`config.mk`:
```
export PLATFORM = sky130hd
export DESIGN_NAME = aar_seq
export DESIGN_NICKNAME = d
export VERILOG_FILES = /design/src/hdl/aar_pkg.sv /design/src/hdl/aar_seq.sv
export SDC_FILE = /design/constraint.sdc
export NUM_CORES = 1
export LEC_CHECK = 0
export ABC_AREA = 1
export BUFFER_PORTS_ARGS = -buffer_cell sky130_fd_sc_hd__buf_4
export CORE_MARGIN = 2
export CORE_UTILIZATION = 50
export DETAILED_ROUTE_END_ITERATION = 12
export HOLD_SLACK_MARGIN = 0.15
export PLACE_DENSITY = 0.71
export SLEW_MARGIN = 15
export SYNTH_ARGS = -nofsm -noshare
export SYNTH_HDL_FRONTEND = slang
export SYNTH_SLANG_ARGS = --single-unit
export TNS_END_PERCENT = 1
```
`constraint.sdc`:
```
create_clock -name aclk -period 3.2 [get_ports aclk]
set_clock_uncertainty 0.1 [all_clocks]
set_input_delay 0.64 -clock aclk [delete_from_list [all_inputs] [get_ports aclk]]
set_output_delay 0.64 -clock aclk [all_outputs]
set_load 0.005 [all_outputs]
```
`src/hdl/aar_pkg.sv`:
```
// Shared types and constants of the argmax/argmin axis reduction block.
// Used by aar_seq, aar_table, aar_update and argmax_argmin_axis_reduce.
// No dependencies.
package aar_pkg;

    // Default sizes of the reduced axis and of the inner table
    localparam int AXIS_MAX_DEF  = 4096;
    localparam int INNER_MAX_DEF = 1024;

    // Fixed field widths
    localparam int SAMPLE_W    = 32;
    localparam int INDEX_W     = 12;
    localparam int AXIS_LEN_W  = 13;
    localparam int INNER_LEN_W = 11;
    localparam int CFG_DATA_W  = 13;
    localparam int CFG_INDEX_W = 2;
    localparam int OUT_DATA_W  = 48;

    // Configuration register indexes
    typedef enum logic [CFG_INDEX_W-1:0] {
        CFG_FIND_MINIMUM = 2'd0,
        CFG_TIE_LAST     = 2'd1,
        CFG_AXIS_LENGTH  = 2'd2,
        CFG_INNER_LENGTH = 2'd3
    } cfg_reg_t;

    // Compare mode handed to the update stage
    typedef struct packed {
        logic find_minimum;
        logic tie_last;
    } cmp_mode_t;

    // Position flags of one word, decided at accept time
    typedef struct packed {
        logic first_row;
        logic last_row;
        logic last_inner;
    } step_flags_t;

    // Status of the update stage
    typedef struct packed {
        logic busy;
        logic res_pending;
    } upd_status_t;

endpackage

```
`src/hdl/aar_seq.sv`:
```
// Configuration registers and the axis/inner position counters.
// Produces the table slot, axis index and position flags of each accepted word.
// Depends on aar_pkg.
module aar_seq #(
    parameter int AXIS_MAX  = aar_pkg::AXIS_MAX_DEF,
    parameter int INNER_MAX = aar_pkg::INNER_MAX_DEF,
    parameter int AW        = $clog2(AXIS_MAX),
    parameter int IW        = (INNER_MAX > 1) ? $clog2(INNER_MAX) : 1
) (
    input  logic                             aclk,
    input  logic                             aresetn,
    input  logic                             cfg_we,
    input  logic [aar_pkg::CFG_INDEX_W-1:0]  cfg_index,
    input  logic [aar_pkg::CFG_DATA_W-1:0]   cfg_wdata,
    input  logic                             accept,
    output aar_pkg::cmp_mode_t               mode,
    output logic [IW-1:0]                    slot,
    output logic [AW-1:0]                    axis_pos,
    output aar_pkg::step_flags_t             flags
);
    import aar_pkg::*;

    logic                   find_minimum_reg;
    logic                   tie_last_reg;
    logic [AXIS_LEN_W-1:0]  axis_length_reg;
    logic [INNER_LEN_W-1:0] inner_length_reg;
    logic [AW-1:0]          axis_pos_reg, axis_pos_next;
    logic [IW-1:0]          inner_pos_reg, inner_pos_next;
    logic [AW:0]            alen;
    logic [IW:0]            ilen;
    logic                   last_row;
    logic                   last_inner;

    // Write configuration registers
    always_ff @(posedge aclk) begin
        if (!aresetn) begin
            find_minimum_reg <= 1'b0;
            tie_last_reg     <= 1'b0;
            axis_length_reg  <= AXIS_LEN_W'(1);
            inner_length_reg <= INNER_LEN_W'(1);
        end else if (cfg_we) begin
            case (cfg_reg_t'(cfg_index))
                CFG_FIND_MINIMUM: find_minimum_reg <= cfg_wdata[0];
                CFG_TIE_LAST:     tie_last_reg     <= cfg_wdata[0];
                CFG_AXIS_LENGTH:  axis_length_reg  <= cfg_wdata[AXIS_LEN_W-1:0];
                CFG_INNER_LENGTH: inner_length_reg <= cfg_wdata[INNER_LEN_W-1:0];
                default: ;
            endcase
        end
    end

    // Clamp lengths: zero acts as one, oversize acts as the maximum
    always_comb begin
        if (axis_length_reg == '0) begin
            alen = (AW+1)'(1);
        end else if (32'(axis_length_reg) > 32'(AXIS_MAX)) begin
            alen = (AW+1)'(AXIS_MAX);
        end else begin
            alen = (AW+1)'(axis_length_reg);
        end
        if (inner_length_reg == '0) begin
            ilen = (IW+1)'(1);
        end else if (32'(inner_length_reg) > 32'(INNER_MAX)) begin
            ilen = (IW+1)'(INNER_MAX);
        end else begin
            ilen = (IW+1)'(inner_length_reg);
        end
    end

    // Position flags; a counter past a shortened length acts as the last one
    assign last_row   = ({1'b0, axis_pos_reg} + (AW+1)'(1)) >= alen;
    assign last_inner = ({1'b0, inner_pos_reg} + (IW+1)'(1)) >= ilen;

    always_comb begin
        if (last_inner) begin
            inner_pos_next = '0;
            axis_pos_next  = last_row ? '0 : axis_pos_reg + AW'(1);
        end else begin
            inner_pos_next = inner_pos_reg + IW'(1);
            axis_pos_next  = axis_pos_reg;
        end
    end

    // Advance counters on each accepted word
    always_ff @(posedge aclk) begin
        if (!aresetn) begin
            axis_pos_reg  <= '0;
            inner_pos_reg <= '0;
        end else if (accept) begin
            axis_pos_reg  <= axis_pos_next;
            inner_pos_reg <= inner_pos_next;
        end
    end

    assign mode.find_minimum = find_minimum_reg;
    assign mode.tie_last     = tie_last_reg;
    assign slot              = inner_pos_reg;
    assign axis_pos          = axis_pos_reg;
    assign flags.first_row   = (axis_pos_reg == '0);
    assign flags.last_row    = last_row;
    assign flags.last_inner  = last_inner;

endmodule

```
# [Word-level counts from Yosys, hierarchy flattened]
# Cells that the tools add are included.
[totals] word_cells=32 input_bits=19 out_inout_bits=27 ff_bits=48
[classes] mux=6 order_cmp=4 reduce_logical=9 addsub=4 n_eq_ne=3
[ops] operator="$mux 13" count=2
[ops] operator="$mux 11" count=2
[ops] operator="$add 12x1->13 const B" count=1
[ops] operator="$ge 13x13->1" count=1
[ops] operator="$gt 13x13->1 const B" count=1
[ops] operator="$logic_not 13->1" count=1
[ops] operator="$add 12x1->12 const B" count=1
[ops] operator="$logic_not 12->1" count=1
[ops] operator="$mux 12" count=1
[ops] operator="$add 10x1->11 const B" count=1
[ops] operator="$ge 11x11->1" count=1
[ops] operator="$gt 11x11->1 const B" count=1
[ops] operator="$logic_not 11->1" count=1
[ops] operator="$add 10x1->10 const B" count=1
[ops] operator="$mux 10" count=1
[ops] operator="$reduce_and 2->1" count=5
[ops] operator="$eq 2x2->1 const B" count=2
[ops] operator="$eq 2x1->1 const B" count=1
[ops] operator="$logic_not 2->1" count=1

# [Logic depth before layout (Yosys ltp)]
[depth] word_depth=5 depth_mapped=19

# [Worst setup path after synthesis]
# OpenSTA, ideal clock, no wires.
[synth_path] kind="flip-flop to output port" from="reg axis_pos_reg[0], in the netlist axis_pos[0]" to="out flags[1] in the netlist's numbering" arrival_time_ns=2.064 path_buffers=1 setup_slack_ns=0.396 stages_incl_launch_ff=14 path_cell_list="dfxtp_1 ha_1 nand3_2 nor2_2 xor2_1 inv_1 ha_1 nand2_1 nor2_1 nand2_1 inv_1 nand2_1 nand3_2 buf_4"
[synth_via] elab_chain_cells=2
[synth_rtl] element="start, declared" line_no="aar_seq.sv:27" rtl="logic [AW-1:0] axis_pos_reg, axis_pos_next;"
[synth_rtl] element="start signal, assigned" line_no="aar_seq.sv:90" rtl="axis_pos_reg <= axis_pos_next;"
[synth_rtl] element="$add 12x1->13" line_no="aar_seq.sv:71" rtl="assign last_row = ({1'b0, axis_pos_reg} + (AW+1)'(1)) >= alen;"
[synth_rtl] element="$ge 13x13->1" line_no="aar_seq.sv:71"
[synth_rtl] element="end, declared" line_no="aar_seq.sv:19" rtl="output aar_pkg::step_flags_t flags"
# No other way between the ends.

==> flow_summary_export.csv <==
group,metric,value,unit
detailed_routing,wl,7590,um
placed_design,io_buffer_count,45,
pwr,p_sw,0.672,mW
global_route,grt.total_usage,0.217,
finish,finalNetCount,555,
detailed_routing,vias_per_cell,5.20,
global_route,grt-busiest-layer,"met2",
clock_network,cts_tree,"yes",
min_path,hp-class,"flop to flop",
finish,diodes,0,
clock_network,path_clk_slew,90,ps
timing,worstMarginPinSlew,409,ps
clock_network,cts_buffers,5,
worst_setup_path,critPathTopFamily,"simple AND/OR/NAND/NOR gates",
worst_setup_path,rrSetupSlack,160,ps
timing,rsz0062_at_grt,"yes",
global_route,grtUsageMet3,0.0370,
synth,yosysUniqueCellTypes,33,
detailed_routing,drc_errors,0,
timing,worst_slack,12.9,ps
floorplanning,ios,46,
pwr,p_seq_frac,0.384,
floorplanning,die_area,6840,um2
finish,regArea,981,um2
floorplanning,die_h,82.7,um
pwr,peakVddDrop,0.298,mV
detailed_routing,postRouteAntennaNets,0,
job,max_cap_viol_count,0,
clock_network,clk_latency,300,ps
global_route,antenna_found_initial,0,
synth,yosys_warnings,0,
synth,synth_sequential_area_ratio,0.310,
finish,largest_reg_flops,13,
worst_setup_path,cp-end-kind,"primary output",
timing,finalCritPeriodShare,0.996,
finish,multi_input_area,2090,um2
floorplanning,chipWidth,82.7,um
timing,fmax,314,MHz
global_route,met1_usage,0.309,
global_route,grt_pass1_wl,11600,um
pwr,powerDensity,480,nW/um2
worst_setup_path,crit_fanout,4,
finish,n_fill_cell,536,
placed_design,dp_cells,568,
timing,finalSetupViolations,0,
pwr,power_frac_comb,0.388,
worst_setup_path,crit_type,"flop to primary output",
worst_setup_path,worstPathCellList,"ha_2 -> nand2_2 -> nor3_4 -> buf_4 -> xor2_2 -> ha_4 -> nand2_2 -> nor2_2 -> nand2_1 -> nor2_1 -> nor2_2 -> nand3_2 -> buf_6",
worst_setup_path,cp.buffers_inverters,2,
worst_setup_path,start_kind,"flop",
detailed_routing,dr.pass1.iters,4,
clock_network,clock-sinks,48,
placed_design,dp.final_hpwl,5520,um
timing,hold_violations,0,
clock_network,cts.path.max_buffers,2,
detailed_routing,wl_per_cell,13.0,um
timing,fin_tns_setup,0,ps
finish,utilization,0.651,
pwr,power,1.86,mW
timing,drv_slew,0,
placed_design,post-place-ws,195,ps
worst_setup_path,cpPeakStageDelay,370,ps
synth,syn_nets,506,
clock_network,root_buffer,"clkbuf_8",
floorplanning,start_util,0.520,
finish,drive_above_1_share,0.254,
placed_design,place.gp.congestion,0.848,
synth,syn_inst,460,
finish,fin_cells,583,
detailed_routing,drtIter0Drc,157,
worst_setup_path,cp.required,2460,ps
timing,layout_min_cycle_time,3190,ps
placed_design,placedInstanceArea,3460,um2
synth,synth_seq_cells,48,
synth,avgSynthCellArea,6.73,um2
global_route,grt_max_degree,40,
pwr,clock_power_share,0.228,
pwr,p_int,1.19,mW
worst_setup_path,slowest_stage,"dfxtp_2",
global_route,use_met2,0.340,
timing,whs,374,ps
synth,synth_area,3100,um2
detailed_routing,via_count,3033,
floorplanning,row_count,28,
finish,fin_area,3880,um2
pwr,leakagePower,1.84,nW
run_status,status,"complete, no violations",
clock_network,holdBufCountCts,0,
finish,area_growth,25.1,%
floorplanning,core,5960,um2
global_route,grt_pass1_vias,2601,
global_route,grt-ovfl-total,0,
timing,relSlewSlack,0.726,
clock_network,h-tree-depth,2,
pwr,swShare,0.362,
worst_setup_path,arrival,2450,ps
[path summary, 6_finish.rpt]
| kind | start | endpoint | cells after the start |
|---|---|---|---|
| worst min-delay path | inner_length_reg[4] | inner_length_reg[4] | 2 |
| worst max-delay path | slot[1] | flags[0] | 13 |
| worst min register to register | inner_length_reg[4] | inner_length_reg[4] | 2 |
| worst max register to register | slot[1] | slot[1] | 16 |
[power groups by stage]
stage | clock, mW | sequential [mW] | combinational [mW]
4_1_cts | 0.431 | 0.707 | 0.647
5_1_grt | 0.461 | 0.722 | 0.820
2_1_floorplan | 0 | 0.708 | 0.453
6_report | 0.424 | 0.715 | 0.721
3_3_place_gp | 0 | 0.717 | 0.627
3_5_place_dp | 0 | 0.718 | 0.642
[Yosys cell counts (all sizes together)]
| library cell | count | area [um2] |
|---|---|---|
| a21boi | 1 | 7.51 |
| a21o | 1 | 7.51 |
| a21oi | 16 | 80.1 |
| a31oi | 2 | 12.5 |
| and2 | 1 | 6.26 |
| buf | 9 | 62.6 |
| clkbuf | 5 | 18.8 |
| clkinv | 1 | 3.75 |
| dfxtp | 48 | 961 |
| ha | 27 | 338 |
| inv | 50 | 188 |
| mux2i | 3 | 30.0 |
| nand2 | 112 | 433 |
| nand3 | 26 | 150 |
| nand4 | 3 | 18.8 |
| nor2 | 90 | 363 |
| nor3 | 6 | 46.3 |
| nor4 | 7 | 43.8 |
| o21ai | 38 | 190 |
| xnor2 | 4 | 50.1 |
| xor2 | 10 | 87.6 |
[routing by layer]
layer  wire [um]  vias up
met5           0        -
met2        3470       83
li1            -     1563
met1        3610     1377
met4         120        0
met3         389       10
[final cells by class]
| type | instances | area share |
|---|---|---|
| Multi-Input combinational cell | 348 | 0.540 |
| Sequential cell | 48 | 0.253 |
| Timing Repair Buffer | 55 | 0.107 |
| Inverter | 51 | 0.0494 |
| Tap cell | 75 | 0.0242 |
| Clock buffer | 5 | 0.0178 |
| Clock inverter | 1 | 0.00775 |
[cell families (layout without fill, tap and decap cells)]
group                      after synthesis  after routing  share of synthesized area
DFF                                     48             48                      0.310
and+or+nand+nor                        245            246                      0.342
muxes                                    3              3                    0.00969
buffers and inverters                   65            112                     0.0880
adders and majority gates               27             27                      0.109
AOI/OAI and AO/OA                       58             58                     0.0961
xor gates and xnor gates                14             14                     0.0444
[placed cells by master, fill, tap and decap left out, types with 2 or more instances in the layout]
cell type,count
nand2_1,94
nor2_1,79
buf_4,54
inv_1,45
dfxtp_1,38
o21ai_0,33
nand3_1,21
ha_1,19
a21oi_1,16
nand2_2,13
xor2_1,8
nor2_2,7
ha_4,7
dfxtp_2,7
nand2_4,6
nor4_1,6
inv_2,5
nand3_2,5
clkbuf_8,5
nor2_4,4
o21ai_1,4
nand4_1,3
nor3_2,3
mux2i_1,3
dfxtp_4,3
xor2_2,2
xnor2_1,2
xnor2_2,2
a31oi_1,2
nor3_1,2
[worst reg2reg max path, stage by stage (launching register included)]
cell and delay, ps:
dfxtp_2 370, ha_2 200, nand2_2 90, nor3_4 250
buf_4 160, xor2_2 200, ha_4 240, nand2_2 70
nor2_2 40, nand2_1 70, nor2_1 50, nor2_2 120
nand3_2 140, buf_4 160, nand2_2 310, nand2_2 230
nor2_1 170
[timing repair]
action,in CTS,in global routing
gates cloned,0,1
endpoints found under the setup margin,2,7
pin swaps,1,22
resized for setup,10,51
setup buffers,0,8
Power figures use the tool's default switching activity.
