<file path="config.mk">
export PLATFORM = sky130hd
export DESIGN_NAME = aar_update
export DESIGN_NICKNAME = d
export VERILOG_FILES = /design/src/hdl/aar_pkg.sv /design/src/hdl/aar_update.sv
export SDC_FILE = /design/constraint.sdc
export NUM_CORES = 1
export LEC_CHECK = 0
export BUFFER_PORTS_ARGS = -buffer_cell sky130_fd_sc_hd__buf_2
export CAP_MARGIN = 10
export CORE_AREA = 5 5 118 120
export DETAILED_ROUTE_END_ITERATION = 10
export DIE_AREA = 0 0 123 125
export GPL_ROUTABILITY_DRIVEN = 0
export MAX_ROUTING_LAYER = met4
export PLACE_DENSITY = 0.75
export SLEW_MARGIN = 10
export SYNTH_ARGS = -nofsm -noshare
export SYNTH_HDL_FRONTEND = slang
export SYNTH_SLANG_ARGS = --single-unit
</file>
<file path="constraint.sdc">
create_clock -name aclk -period 4.86 [get_ports aclk]
set_input_delay 1.215 -clock aclk [delete_from_list [all_inputs] [get_ports aclk]]
set_output_delay 1.215 -clock aclk [all_outputs]
set_load 0.01 [all_outputs]
</file>
<file path="src/hdl/aar_pkg.sv">
// Shared types and constants of the argmax/argmin axis reduction block.
// Used by aar_seq, aar_table, aar_update and argmax_argmin_axis_reduce.
// No dependencies.
package aar_pkg;

    // Default sizes of the reduced axis and of the inner table
    localparam int AXIS_MAX_DEF  = 4096;
    localparam int INNER_MAX_DEF = 1024;

    // Fixed field widths
    localparam int SAMPLE_W    = 32;
    localparam int INDEX_W     = 12;
    localparam int AXIS_LEN_W  = 13;
    localparam int INNER_LEN_W = 11;
    localparam int CFG_DATA_W  = 13;
    localparam int CFG_INDEX_W = 2;
    localparam int OUT_DATA_W  = 48;

    // Configuration register indexes
    typedef enum logic [CFG_INDEX_W-1:0] {
        CFG_FIND_MINIMUM = 2'd0,
        CFG_TIE_LAST     = 2'd1,
        CFG_AXIS_LENGTH  = 2'd2,
        CFG_INNER_LENGTH = 2'd3
    } cfg_reg_t;

    // Compare mode handed to the update stage
    typedef struct packed {
        logic find_minimum;
        logic tie_last;
    } cmp_mode_t;

    // Position flags of one word, decided at accept time
    typedef struct packed {
        logic first_row;
        logic last_row;
        logic last_inner;
    } step_flags_t;

    // Status of the update stage
    typedef struct packed {
        logic busy;
        logic res_pending;
    } upd_status_t;

endpackage

</file>
<file path="src/hdl/aar_update.sv">
// Compare-and-update stage: merges the table read with a same-entry bypass,
// picks the new best and writes it back. Depends on aar_pkg.
module aar_update #(
    parameter int AXIS_MAX  = aar_pkg::AXIS_MAX_DEF,
    parameter int INNER_MAX = aar_pkg::INNER_MAX_DEF,
    parameter int AW        = $clog2(AXIS_MAX),
    parameter int IW        = (INNER_MAX > 1) ? $clog2(INNER_MAX) : 1,
    parameter int DW        = aar_pkg::SAMPLE_W + AW
) (
    input  logic                              aclk,
    input  logic                              aresetn,
    input  logic                              accept,
    input  logic signed [aar_pkg::SAMPLE_W-1:0] sample,
    input  logic [IW-1:0]                     slot,
    input  logic [AW-1:0]                     axis_pos,
    input  aar_pkg::step_flags_t              flags,
    input  aar_pkg::cmp_mode_t                mode,
    input  logic                              out_free,
    output logic                              in_ready,
    output aar_pkg::upd_status_t              status,
    input  logic [DW-1:0]                     rd_data,
    output logic                              wr_en,
    output logic [IW-1:0]                     wr_addr,
    output logic [DW-1:0]                     wr_data,
    output logic                              res_load,
    output logic [aar_pkg::INDEX_W-1:0]       res_index,
    output logic signed [aar_pkg::SAMPLE_W-1:0] res_value,
    output logic                              res_last
);
    import aar_pkg::*;

    logic                       s1_valid_reg;
    logic signed [SAMPLE_W-1:0] s1_sample_reg;
    logic [IW-1:0]              s1_slot_reg;
    logic [AW-1:0]              s1_axis_reg;
    step_flags_t                s1_flags_reg;
    logic                       fwd_reg;
    logic signed [SAMPLE_W-1:0] byp_value_reg;
    logic [AW-1:0]              byp_index_reg;

    logic signed [SAMPLE_W-1:0] best_value;
    logic [AW-1:0]              best_index;
    logic                       better;
    logic                       s1_adv;
    logic signed [SAMPLE_W-1:0] new_value;
    logic [AW-1:0]              new_index;

    // Stage advances unless its result cannot enter the output register
    assign s1_adv   = !s1_flags_reg.last_row || out_free;
    assign in_ready = !s1_valid_reg || s1_adv;

    // Take stored best, or the value just written to the same entry
    assign best_value = fwd_reg ? byp_value_reg : signed'(rd_data[SAMPLE_W-1:0]);
    assign best_index = fwd_reg ? byp_index_reg : rd_data[DW-1:SAMPLE_W];

    // Compare candidate against running best
    always_comb begin
        if (mode.find_minimum) begin
            better = mode.tie_last ? (s1_sample_reg <= best_value)
                                   : (s1_sample_reg <  best_value);
        end else begin
            better = mode.tie_last ? (s1_sample_reg >= best_value)
                                   : (s1_sample_reg >  best_value);
        end
    end

    // Pick the new best; the first row loads the entry
    always_comb begin
        if (s1_flags_reg.first_row || better) begin
            new_value = s1_sample_reg;
            new_index = s1_flags_reg.first_row ? '0 : s1_axis_reg;
        end else begin
            new_value = best_value;
            new_index = best_index;
        end
    end

    // Hold stage contents, load on accept
    always_ff @(posedge aclk) begin
        if (!aresetn) begin
            s1_valid_reg <= 1'b0;
            fwd_reg      <= 1'b0;
        end else if (accept) begin
            s1_valid_reg <= 1'b1;
            fwd_reg      <= s1_valid_reg && (slot == s1_slot_reg);
        end else if (s1_adv) begin
            s1_valid_reg <= 1'b0;
        end
    end

    always_ff @(posedge aclk) begin
        if (accept) begin
            s1_sample_reg <= sample;
            s1_slot_reg   <= slot;
            s1_axis_reg   <= axis_pos;
            s1_flags_reg  <= flags;
            byp_value_reg <= new_value;
            byp_index_reg <= new_index;
        end
    end

    // Write back as the word leaves the stage
    assign wr_en   = s1_valid_reg && s1_adv;
    assign wr_addr = s1_slot_reg;
    assign wr_data = {new_index, new_value};

    assign res_load  = wr_en && s1_flags_reg.last_row;
    assign res_index = INDEX_W'(new_index);
    assign res_value = new_value;
    assign res_last  = s1_flags_reg.last_inner;

    assign status.busy        = s1_valid_reg;
    assign status.res_pending = s1_valid_reg && s1_flags_reg.last_row;

endmodule

</file>
# Word level (Yosys, flattened, before mapping)
# Index checks and enable logic that the tools add are counted.
# classes
eq_ne	1
mux	10
order_cmp	4
n_reduce_logical	10
# ops
op	count
32-bit two-way mux	2
12-bit two-way mux	3
32-bit greater-or-equal comparator	1
32-bit > comparator	1
32-bit <= comparator	1
32-bit < comparator	1
10-bit equality test	1
1-bit two-way mux	5
1-bit logical AND	4
1-bit logical OR	3
1-bit zero test	2
2-bit nonzero test	1
# word_totals
out_inout_bits	104
in_bits	107
register_bits	103

# Depth between registers and ports, before layout
# Gate-level depths: netlist (run 1).
# depth
word_depth	6
ltp_mapped	14
ltp_nobuf	9

# Worst setup path before layout (run 1)
# OpenSTA, ideal clock, no wires.
# synth_path
kind	input to output
from	input port rd_data[7]
to	output port wr_data[13]
cell_stages	12
arrival_time_ns	3.700
slack_ns	-0.055
required_time_ns	3.645
cell_sequence	mux2i_1 > ha_1 > a21oi_2 > o21ai_1 > a22o_1 > o32ai_1 > mux2i_1 > mux2_4 > buf_6 > buf_12 > mux2i_1 > buf_4
# synth_between
elab_chain_cells	6
elab_cells_between_ends	10
# synth_rtl
item	line_no	source
start: declaration	aar_update.sv:21	input logic [DW-1:0] rd_data,
32-bit two-way mux (*)	aar_update.sv:53	assign best_value = fwd_reg ? byp_value_reg : signed'(rd_data[SAMPLE_W-1:0]);
32-bit > comparator, or another cell as far along	aar_update.sv:63	: (s1_sample_reg > best_value);
1-bit two-way mux (on tied branches)	aar_update.sv:62, aar_update.sv:59	
1-bit two-way mux (*)	aar_update.sv:58	if (mode.find_minimum) begin
1-bit logical OR (*)	aar_update.sv:69	if (s1_flags_reg.first_row || better) begin
32-bit two-way mux (*)	aar_update.sv:69	
end: declaration	aar_update.sv:24	output logic [DW-1:0] wr_data,
# Every way passes the cells marked *; elsewhere a longest branch is shown, timed or not.

# Final worst setup path (run 1)
# layout_path
from	input port rd_data[1]
to	output port wr_data[0]
# The elaborated chain is that of the path after synthesis.

==> results of run 1 <==
==> Yosys cell counts, types with 2 or more instances <==
master    count
edfxtp_1    101
mux2i_1      87
buf_4        45
inv_1        35
ha_1         32
nand2b_1     13
a21oi_1      12
nand4_1      10
nand2_1       8
xnor2_1       8
clkbuf_1      5
nor2_1        5
buf_12        4
o21ai_0       4
a21boi_0      3
dfxtp_1       2
mux2_4        2
nand3_1       2
nor2b_1       2
nor4_1        2
xor2_1        2
==> routing by layer <==
layer / track usage, % / vias up / wire, um
met5: - / - / 0
met4: 5.993 / 0 / 244
met3: 3.613 / 17 / 996
met2: 27.82 / 160 / 6534
met1: 22.41 / 1832 / 5718
li1: - / 1839 / -
==> worst min-delay path by stage <==
| stage | start | to | slack (ns) | depth (start not counted) |
|---|---|---|---|---|
| 2_1_floorplan | s1_sample_reg[0] | byp_value_reg[0] | 0.60 | 1 |
| 3_3_place_gp | s1_sample_reg[0] | byp_value_reg[0] | 0.61 | 1 |
| 3_5_place_dp | wr_addr[3] | fwd_reg | 0.61 | 3 |
| 4_1_cts | s1_sample_reg[0] | byp_value_reg[0] | 0.63 | 1 |
| 5_1_grt | s1_sample_reg[0] | byp_value_reg[0] | 0.66 | 1 |
| 6_report | wr_addr[3] | fwd_reg | 0.63 | 3 |
==> area by class of cell <==
cell class	instances	area (um2)	area share, %
flip-flops and latches	103	3074	39.86
multi-input cells	207	2440	31.64
repair buffers	253	1555	20.17
clock buffers	11	232.7	3.018
well taps	176	220.2	2.855
inverters	35	131.4	1.703
clock inverters	5	58.81	0.7625
==> through the flow <==
step	setup slack (ns)	hold slack, ns
2_1_floorplan	-0.05136	0.6003
3_3_place_gp	-0.1497	0.6068
3_5_place_dp	-0.3108	0.6100
4_1_cts	-0.2075	0.6317
5_1_grt	-0.3309	0.6604
6_report	-0.2151	0.6326
==> worst min-delay path, cell delays in order, from the launching register on <==
cell and delay [ns]:
edfxtp_1 0.38, xnor2_1 0.09, nand4_1 0.06, a21boi_0 0.07
==> power by group through the flow <==
stage / clock [mW] / sequential [mW] / combinational [mW]
CTS: 0.735 / 1.11 / 0.605
floorplan: 0 / 1.12 / 0.374
global placement: 0 / 1.12 / 0.522
detailed placement: 0 / 1.12 / 0.532
global route: 0.775 / 1.12 / 0.689
finish: 0.717 / 1.11 / 0.639
==> cells by family after synthesis <==
family                     after synthesis
adders and majority gates               32
buffers and inverters                   91
AOI/OAI and AO/OA                       31
xor gates and xnor gates                10
muxes                                   90
DFF                                    103
and+or+nand+nor                         44
==> timing repair <==
item                                    CTS  global route
endpoints found under the setup margin   88            88
buffers inserted                          7             1
resized for setup                        49            22
gates cloned                              1             3
pin swaps                                 3             3
==> impl_metrics.json, run 1 <==
{
  "grt_max_degree": 45,
  "hold_path_class": "reg -> reg",
  "setup_viol": 88,
  "insertion_delay_ns": 0.34,
  "antenna_found_initial": 0,
  "synth_fa_ha_area_share_pct": 7.289,
  "clock_path_buffers": 2,
  "core-area_um2": 12870,
  "synth.distinct_cells": 38,
  "synth_edf_count": 101,
  "worst_slew_pin_slew_ns": 0.5850,
  "endpoint_kind": "primary output",
  "cp_top_family": "multiplexers",
  "dr.pass1.iters": 4,
  "path_depth": 12,
  "max_freq_mhz": 197.0,
  "synth_ff_type": "edfxtp_1",
  "critPathMaxFanout": 7,
  "critPathSlowestCell": "mux2_4",
  "critical_path_class": "in -> out",
  "cp_common_cell": "mux2_4",
  "cp.required_ns": 3.64,
  "htree_levels": 3,
  "overflow": 0,
  "final_cell_mix": "buf_2, edfxtp_1, mux2i_4",
  "num_rows": 42,
  "violations": "negative setup slack",
  "synth_area_leaders": "edfxtp_1, mux2i_1, ha_1, buf_4, inv_1",
  "final_common_cell": "buf_2",
  "ios": 211,
  "drive_gt1_share_pct": 54.23,
  "drv_slew": 0,
  "vias_per_cell": 4.871,
  "synth_cells": 401,
  "power_frac_seq_pct": 45.0,
  "cts_tree": "done",
  "fill_cells": 998,
  "crit_path_end": "wr_data[0]",
  "place_inst": 762,
  "holdBufCountCts": 0,
  "die_h_um": 125,
  "vias": 3848,
  "crit_start": "rd_data[1]",
  "synth_mux_area_share_pct": 16.61,
  "crit_buf_inv": 3,
  "p_sw_mw": 0.6717,
  "dieArea_um2": 15380,
  "worstPathCellList": "buf_6, mux2i_4, ha_4, nor2b_1, o211ai_1, a2111oi_2, o32ai_2, mux2i_1, mux2_4, buf_12, mux2_4, buf_2",
  "cpPeakStageDelay_ns": 0.44,
  "start_kind": "primary input",
  "routed_wl_mm": 13.49,
  "async_flop_share_pct": 0,
  "initial_utilization_pct": 42.66,
  "cts-root-buf": "clkbuf_16",
  "outcome": "finished with violations",
  "clkPwrFrac_pct": 29.1,
  "final_cells": 790,
  "cts_buffers": 9,
  "r2r_start": "fwd_reg",
  "synth_compound_area_share_pct": 3.576,
  "synth_top_family_by_area": "multiplexers",
  "place.port_buffers": 210,
  "dp_hpwl_mm": 9.768,
  "ir_drop_mv": 0.2244,
  "relSlewSlack_pct": 61.00,
  "route.detailed.drc": 0,
  "reg2reg_depth": 12,
  "rr_endpoint": "byp_value_reg[29]",
  "syn_nets": 540,
  "rsz0062_at_grt": "yes",
  "cellPowerDensity_nw_per_um2": 319.6,
  "area_growth_pct": 40.41,
  "p_int_mw": 1.793,
  "final_nets": 748,
  "period_minus_slack_ns": 5.075,
  "clk_pin_slew_ns": 0.07,
  "combPwrFrac_pct": 25.9,
  "arrival_ns": 3.86,
  "fin_total_pwr_mw": 2.465,
  "yosys.area.top_type_share_pct": 55.22,
  "ant_nets": 0,
  "postPlaceCellArea_um2": 6787,
  "hold_viol": 0,
  "p_sw_share_pct": 27.25,
  "static-leakage-power_nw": 3.196,
  "min_period_over_period_pct": 104.4,
  "finalWorstSetupSlack_ns": -0.2151,
  "seq_area_frac_synth_pct": 55.95,
  "drtIter0Drc": 179,
  "grt_pass1_wl_mm": 20.38,
  "clock-sinks": 103,
  "wl_per_cell_um": 17.08,
  "diodes": 0,
  "avgSynthCellArea_um2": 13.70,
  "globalRouteTotalUtil_pct": 17.53,
  "die_w_um": 123,
  "cap_violations": 0,
  "reg2reg_slack_ns": 1.39,
  "fin_area_um2": 7712,
  "ys_seq_elements": 103,
  "syn_area_um2": 5493,
  "synth-simple-area-share_pct": 4.374,
  "yosysTopAreaCell": "edfxtp_1",
  "synth_warnings": 0,
  "grt_pass1_vias": 4079,
  "yosys.area_share.xor_xnor_pct": 1.595,
  "postLayoutCoreUtil_pct": 59.90,
  "setup_tns_ns": -12.32,
  "fin_skew_ns": 0.008143
}
(Power assumes the default switching activity.)
==> run 2: changes to the inputs <==
- CORE_AREA: 5 5 118 120 -> 5 5 127 129
- DIE_AREA: 0 0 123 125 -> 0 0 132 134
- PLACE_DENSITY: 0.75 -> 0.66
==> impl_metrics.json, run 2 (same netlist as run 1, synthesis figures left out) <==
{
  "outcome": "finished with violations",
  "violations": "negative setup slack",
  "start_kind": "primary input",
  "cts-root-buf": "clkbuf_16",
  "num_rows": 45,
  "relSlewSlack_pct": 61.98,
  "ios": 211,
  "grt_pass1_wl_mm": 21.89,
  "r2r_start": "fwd_reg",
  "grtUsageMet1_pct": 20.38,
  "initial_utilization_pct": 36.81,
  "finalWorstSetupSlack_ns": -0.2391,
  "rr_endpoint": "byp_value_reg[0]",
  "vias": 3885,
  "place.port_buffers": 210,
  "cellPowerDensity_nw_per_um2": 325.5,
  "reg2reg_slack_ns": 1.24,
  "overflow": 0,
  "clock_path_buffers": 2,
  "dp_hpwl_mm": 10.18,
  "period_minus_slack_ns": 5.099,
  "wl_per_cell_um": 17.06,
  "endpoint_kind": "primary output",
  "final_cells": 817,
  "cp.required_ns": 3.64,
  "grt_max_degree": 45,
  "clk_pin_slew_ns": 0.07,
  "hold_depth": 3,
  "cts_buffers": 9,
  "arrival_ns": 3.88,
  "holdPathEnd": "fwd_reg",
  "rsz0062_at_grt": "yes",
  "max_freq_mhz": 196.1,
  "insertion_delay_ns": 0.35,
  "pre_cts_ws_ns": -0.4248,
  "die_h_um": 134,
  "die_w_um": 132,
  "ant_nets": 0,
  "routed_wl_mm": 13.94,
  "use_met3_pct": 3.338,
  "htree_levels": 3,
  "drive_gt1_share_pct": 55.82,
  "critical_path_class": "in -> out",
  "static-leakage-power_nw": 3.275,
  "drv_slew": 0,
  "grt_most_used_layer": "met2",
  "hold_path_class": "reg -> reg",
  "core-area_um2": 14920,
  "reg2reg_depth": 13,
  "cts_tree": "done",
  "final_common_cell": "buf_2",
  "setup_viol": 88,
  "min_from": "wr_addr[3]",
  "place_inst": 781,
  "final_cell_mix": "buf_2, edfxtp_1, buf_4",
  "grt_pass1_vias": 4192,
  "min_period_over_period_pct": 104.9,
  "ir_drop_mv": 0.1674,
  "postPlaceCellArea_um2": 6857,
  "worst_slew_pin_slew_ns": 0.5703,
  "globalRouteTotalUtil_pct": 16.09,
  "globalRouteMet2Util_pct": 25.80,
  "fin_area_um2": 7831,
  "fill_cells": 1283,
  "antenna_found_initial": 2,
  "fin_total_pwr_mw": 2.549,
  "dr.pass1.iters": 4,
  "fin_skew_ns": 0.009317,
  "area_growth_pct": 42.57,
  "drtIter0Drc": 115,
  "final_nets": 761,
  "vias_per_cell": 4.755,
  "cap_violations": 0,
  "critPathMaxFanout": 7,
  "setup_tns_ns": -15.56,
  "clock-sinks": 103,
  "hold_viol": 0,
  "dieArea_um2": 17690,
  "route.detailed.drc": 0
}
## run 2: cell count changes in the layout (fill, tap and decap cells not counted), sizes merged
cell    before  now
buf        251  265
clkinv       3    1
diode        0    2
bufinv       1    2
clkbuf      13   12
inv         35   36
## run 2: worst max path at each step
stage | from | end | slack [ns] | cells past startpoint
global route | rd_data[11] | wr_data[22] | -0.37 | 12
global placement | rd_data[9] | wr_data[14] | -0.26 | 12
detailed placement | rd_data[8] | res_value[14] | -0.42 | 12
CTS | rd_data[9] | res_value[0] | -0.23 | 12
floorplan | rd_data[5] | wr_data[10] | -0.05 | 12
finish | rd_data[1] | wr_data[0] | -0.24 | 12
## run 2: metal layers
layer | up-vias | part of all wire, %
met5 | - | 0
met4 | 0 | 1.5
met3 | 15 | 7.6
li1 | 1869 | -
met2 | 175 | 48
met1 | 1826 | 43
## run 2: cell type report
class / count / area (um2) / area share (%)
Clock buffer: 11 / 242.7 / 3.100
Tap cell: 188 / 235.2 / 3.004
Antenna cell: 2 / 5.005 / 0.06391
Multi-Input combinational cell: 207 / 2421 / 30.92
Sequential cell: 103 / 3077 / 39.29
Clock inverter: 5 / 81.33 / 1.039
Timing Repair Buffer: 266 / 1638 / 20.91
Inverter: 35 / 131.4 / 1.678
## run 2: what timing repair did
item / 4_1_cts / 5_1_grt
hold buffers: 0 / 0
endpoints found under the setup margin: 88 / 88
setup buffers: 4 / 11
cloned: 2 / 1
pin swaps: 11 / 1
gates resized for setup: 55 / 15
## run 2: critical path, cell delays in order
cell	delay, ns
buf_6	0.09
mux2i_4	0.16
ha_1	0.28
nor2b_1	0.14
o211ai_1	0.20
a2111oi_2	0.11
o32ai_2	0.31
mux2i_1	0.28
mux2_4	0.45
buf_12	0.19
mux2_4	0.32
buf_6	0.13
## run 2: power by group
group	switching, mW	internal (mW)	total [mW]
logic	0.319	0.326	0.645
registers	0.0354	1.07	1.11
clock network	0.331	0.467	0.799
total	0.686	1.86	2.55
## run 2: metrics by stage
step	util (%)	hold slack (ns)
CTS	50.98	0.6410
detailed placement	45.95	0.6064
global route	52.49	0.7100
floorplan	-	0.6003
global placement	45.95	0.6044
finish	52.49	0.6353
==> run 3: changes to the inputs <==
- CORE_AREA: 5 5 127 129 -> 2 2 124 126
- DIE_AREA: 0 0 132 134 -> 0 0 126 128
==> impl_metrics.json, run 3 (same netlist as run 1, synthesis figures left out) <==
{
  "seq_area_um2": 3077,
  "clock-sinks": 103,
  "r2r_start": "fwd_reg",
  "hold_slack_ns": 0.6603,
  "drtIter0Drc": 95,
  "grt_pass1_wl_mm": 19.31,
  "min_period_over_period_pct": 104.1,
  "wl_per_cell_um": 16.47,
  "cp.required_ns": 3.64,
  "holdPathEnd": "byp_value_reg[0]",
  "p_sw_mw": 0.7048,
  "rsz0062_at_grt": "yes",
  "die_w_um": 126,
  "crit_start": "rd_data[1]",
  "clk_pin_slew_ns": 0.07,
  "fin_area_um2": 7931,
  "cts_buffers": 9,
  "dr.pass1.iters": 4,
  "final_common_cell": "buf_2",
  "reg2reg_depth": 13,
  "overflow": 0,
  "num_rows": 45,
  "combPwrFrac_pct": 26.7,
  "cellPowerDensity_nw_per_um2": 310.4,
  "dp_hpwl_mm": 9.490,
  "start_kind": "primary input",
  "core-area_um2": 14860,
  "cts-root-buf": "clkbuf_16",
  "period_minus_slack_ns": 5.060,
  "drive_gt1_share_pct": 57.35,
  "final_nets": 753,
  "setup_tns_ns": -11.65,
  "hold_path_class": "reg -> reg",
  "grt_pass1_vias": 3871,
  "pre_cts_ws_ns": -0.2928,
  "critPathMaxFanout": 7,
  "worst_slew_pin_slew_ns": 0.6022,
  "ant_nets": 0,
  "finalWorstSetupSlack_ns": -0.2000,
  "hold_depth": 1,
  "route.detailed.drc": 0,
  "setup_viol": 88,
  "final_cells": 808,
  "vias": 3846,
  "antenna_found_initial": 1,
  "static-leakage-power_nw": 3.234,
  "die_h_um": 128,
  "place_inst": 775,
  "rr_endpoint": "byp_value_reg[6]",
  "dieArea_um2": 16130,
  "relSlewSlack_pct": 59.85,
  "initial_utilization_pct": 36.95,
  "place.port_buffers": 210,
  "routed_wl_mm": 13.31,
  "clock_path_buffers": 2,
  "postPlaceCellArea_um2": 6812,
  "globalRouteTotalUtil_pct": 15.90,
  "multi_input_area_um2": 2629,
  "ios": 211,
  "power_frac_seq_pct": 45.1,
  "fill_cells": 1272,
  "endpoint_kind": "primary output",
  "cap_violations": 0,
  "p_int_mw": 1.757,
  "cts_tree": "done",
  "min_from": "s1_sample_reg[0]",
  "clkPwrFrac_pct": 28.2,
  "hold_viol": 0,
  "fin_skew_ns": 0.008127,
  "insertion_delay_ns": 0.35,
  "drv_slew": 0,
  "arrival_ns": 3.85,
  "area_growth_pct": 44.40,
  "p_sw_share_pct": 28.63,
  "htree_levels": 3,
  "ir_drop_mv": 0.1983,
  "violations": "negative setup slack",
  "critical_path_class": "in -> out",
  "final_cell_mix": "buf_2, edfxtp_1, mux2i_4",
  "reg2reg_slack_ns": 1.40,
  "grt_max_degree": 44,
  "outcome": "finished with violations",
  "max_freq_mhz": 197.6,
  "vias_per_cell": 4.760
}
==> run 3: changes by cell type in the layout (fill, tap and decap cells not counted), moves of 5 or more <==
cell     before  now
buf_2       204  199
buf_4        50   42
buf_6         3   10
mux2i_1      33   27
mux2i_2      18   10
mux2i_4      36   50
==> run 3: final cells by class <==
| cell class | count | area share [%] |
|---|---|---|
| well taps | 188 | 2.966 |
| repair buffers | 258 | 19.88 |
| clock inverters | 7 | 0.6941 |
| inverters | 35 | 1.656 |
| flip-flops and latches | 103 | 38.79 |
| diodes | 1 | 0.03155 |
| multi-input cells | 207 | 33.14 |
| clock buffers | 9 | 2.840 |
==> run 3: worst max path at each step <==
stage,end,slack (ns),cells after the start
2_1_floorplan,wr_data[10],-0.05,12
5_1_grt,res_value[0],-0.30,12
6_report,res_value[0],-0.20,12
3_5_place_dp,res_value[28],-0.29,12
4_1_cts,res_value[0],-0.20,12
3_3_place_gp,res_value[0],-0.23,12
==> run 3: timing repair <==
item / 4_1_cts / 5_1_grt
resized for setup: 36 / 60
pin swaps: 7 / 17
endpoints found under the setup margin: 88 / 88
setup buffers: 6 / 8
hold endpoints to repair: 0 / 0
hold buffers: 0 / 0
cloned: 1 / 1
==> run 3: power by group through the flow <==
| stage | sequential [mW] | combinational (mW) | clock (mW) |
|---|---|---|---|
| 2_1_floorplan | 1.12 | 0.374 | 0 |
| 3_3_place_gp | 1.12 | 0.521 | 0 |
| 3_5_place_dp | 1.12 | 0.530 | 0 |
| 4_1_cts | 1.10 | 0.591 | 0.719 |
| 5_1_grt | 1.12 | 0.706 | 0.751 |
| 6_report | 1.11 | 0.657 | 0.695 |
==> run 3: through the flow <==
step                util [%]  total power, mW
floorplan                  -            1.489
global placement       45.82            1.640
detailed placement     45.82            1.652
CTS                    49.86            2.415
global route           53.36            2.575
finish                 53.36            2.462
==> run 3: critical path: stages <==
cell and delay, ns:
buf_6 0.10, mux2i_4 0.17, ha_4 0.23, nor2b_4 0.12, o211ai_1 0.27, a2111oi_4 0.12
o32ai_2 0.30, mux2i_1 0.26, mux2_4 0.42, buf_12 0.18, mux2_4 0.33, buf_6 0.13
==> run 3: routing by layer <==
layer	GRT usage (%)	vias up	part of all wire, %
met5	-	-	0
met2	26.19	131	51
met1	19.56	1837	42
met4	6.787	0	2.5
met3	2.546	21	4.5
li1	-	1857	-
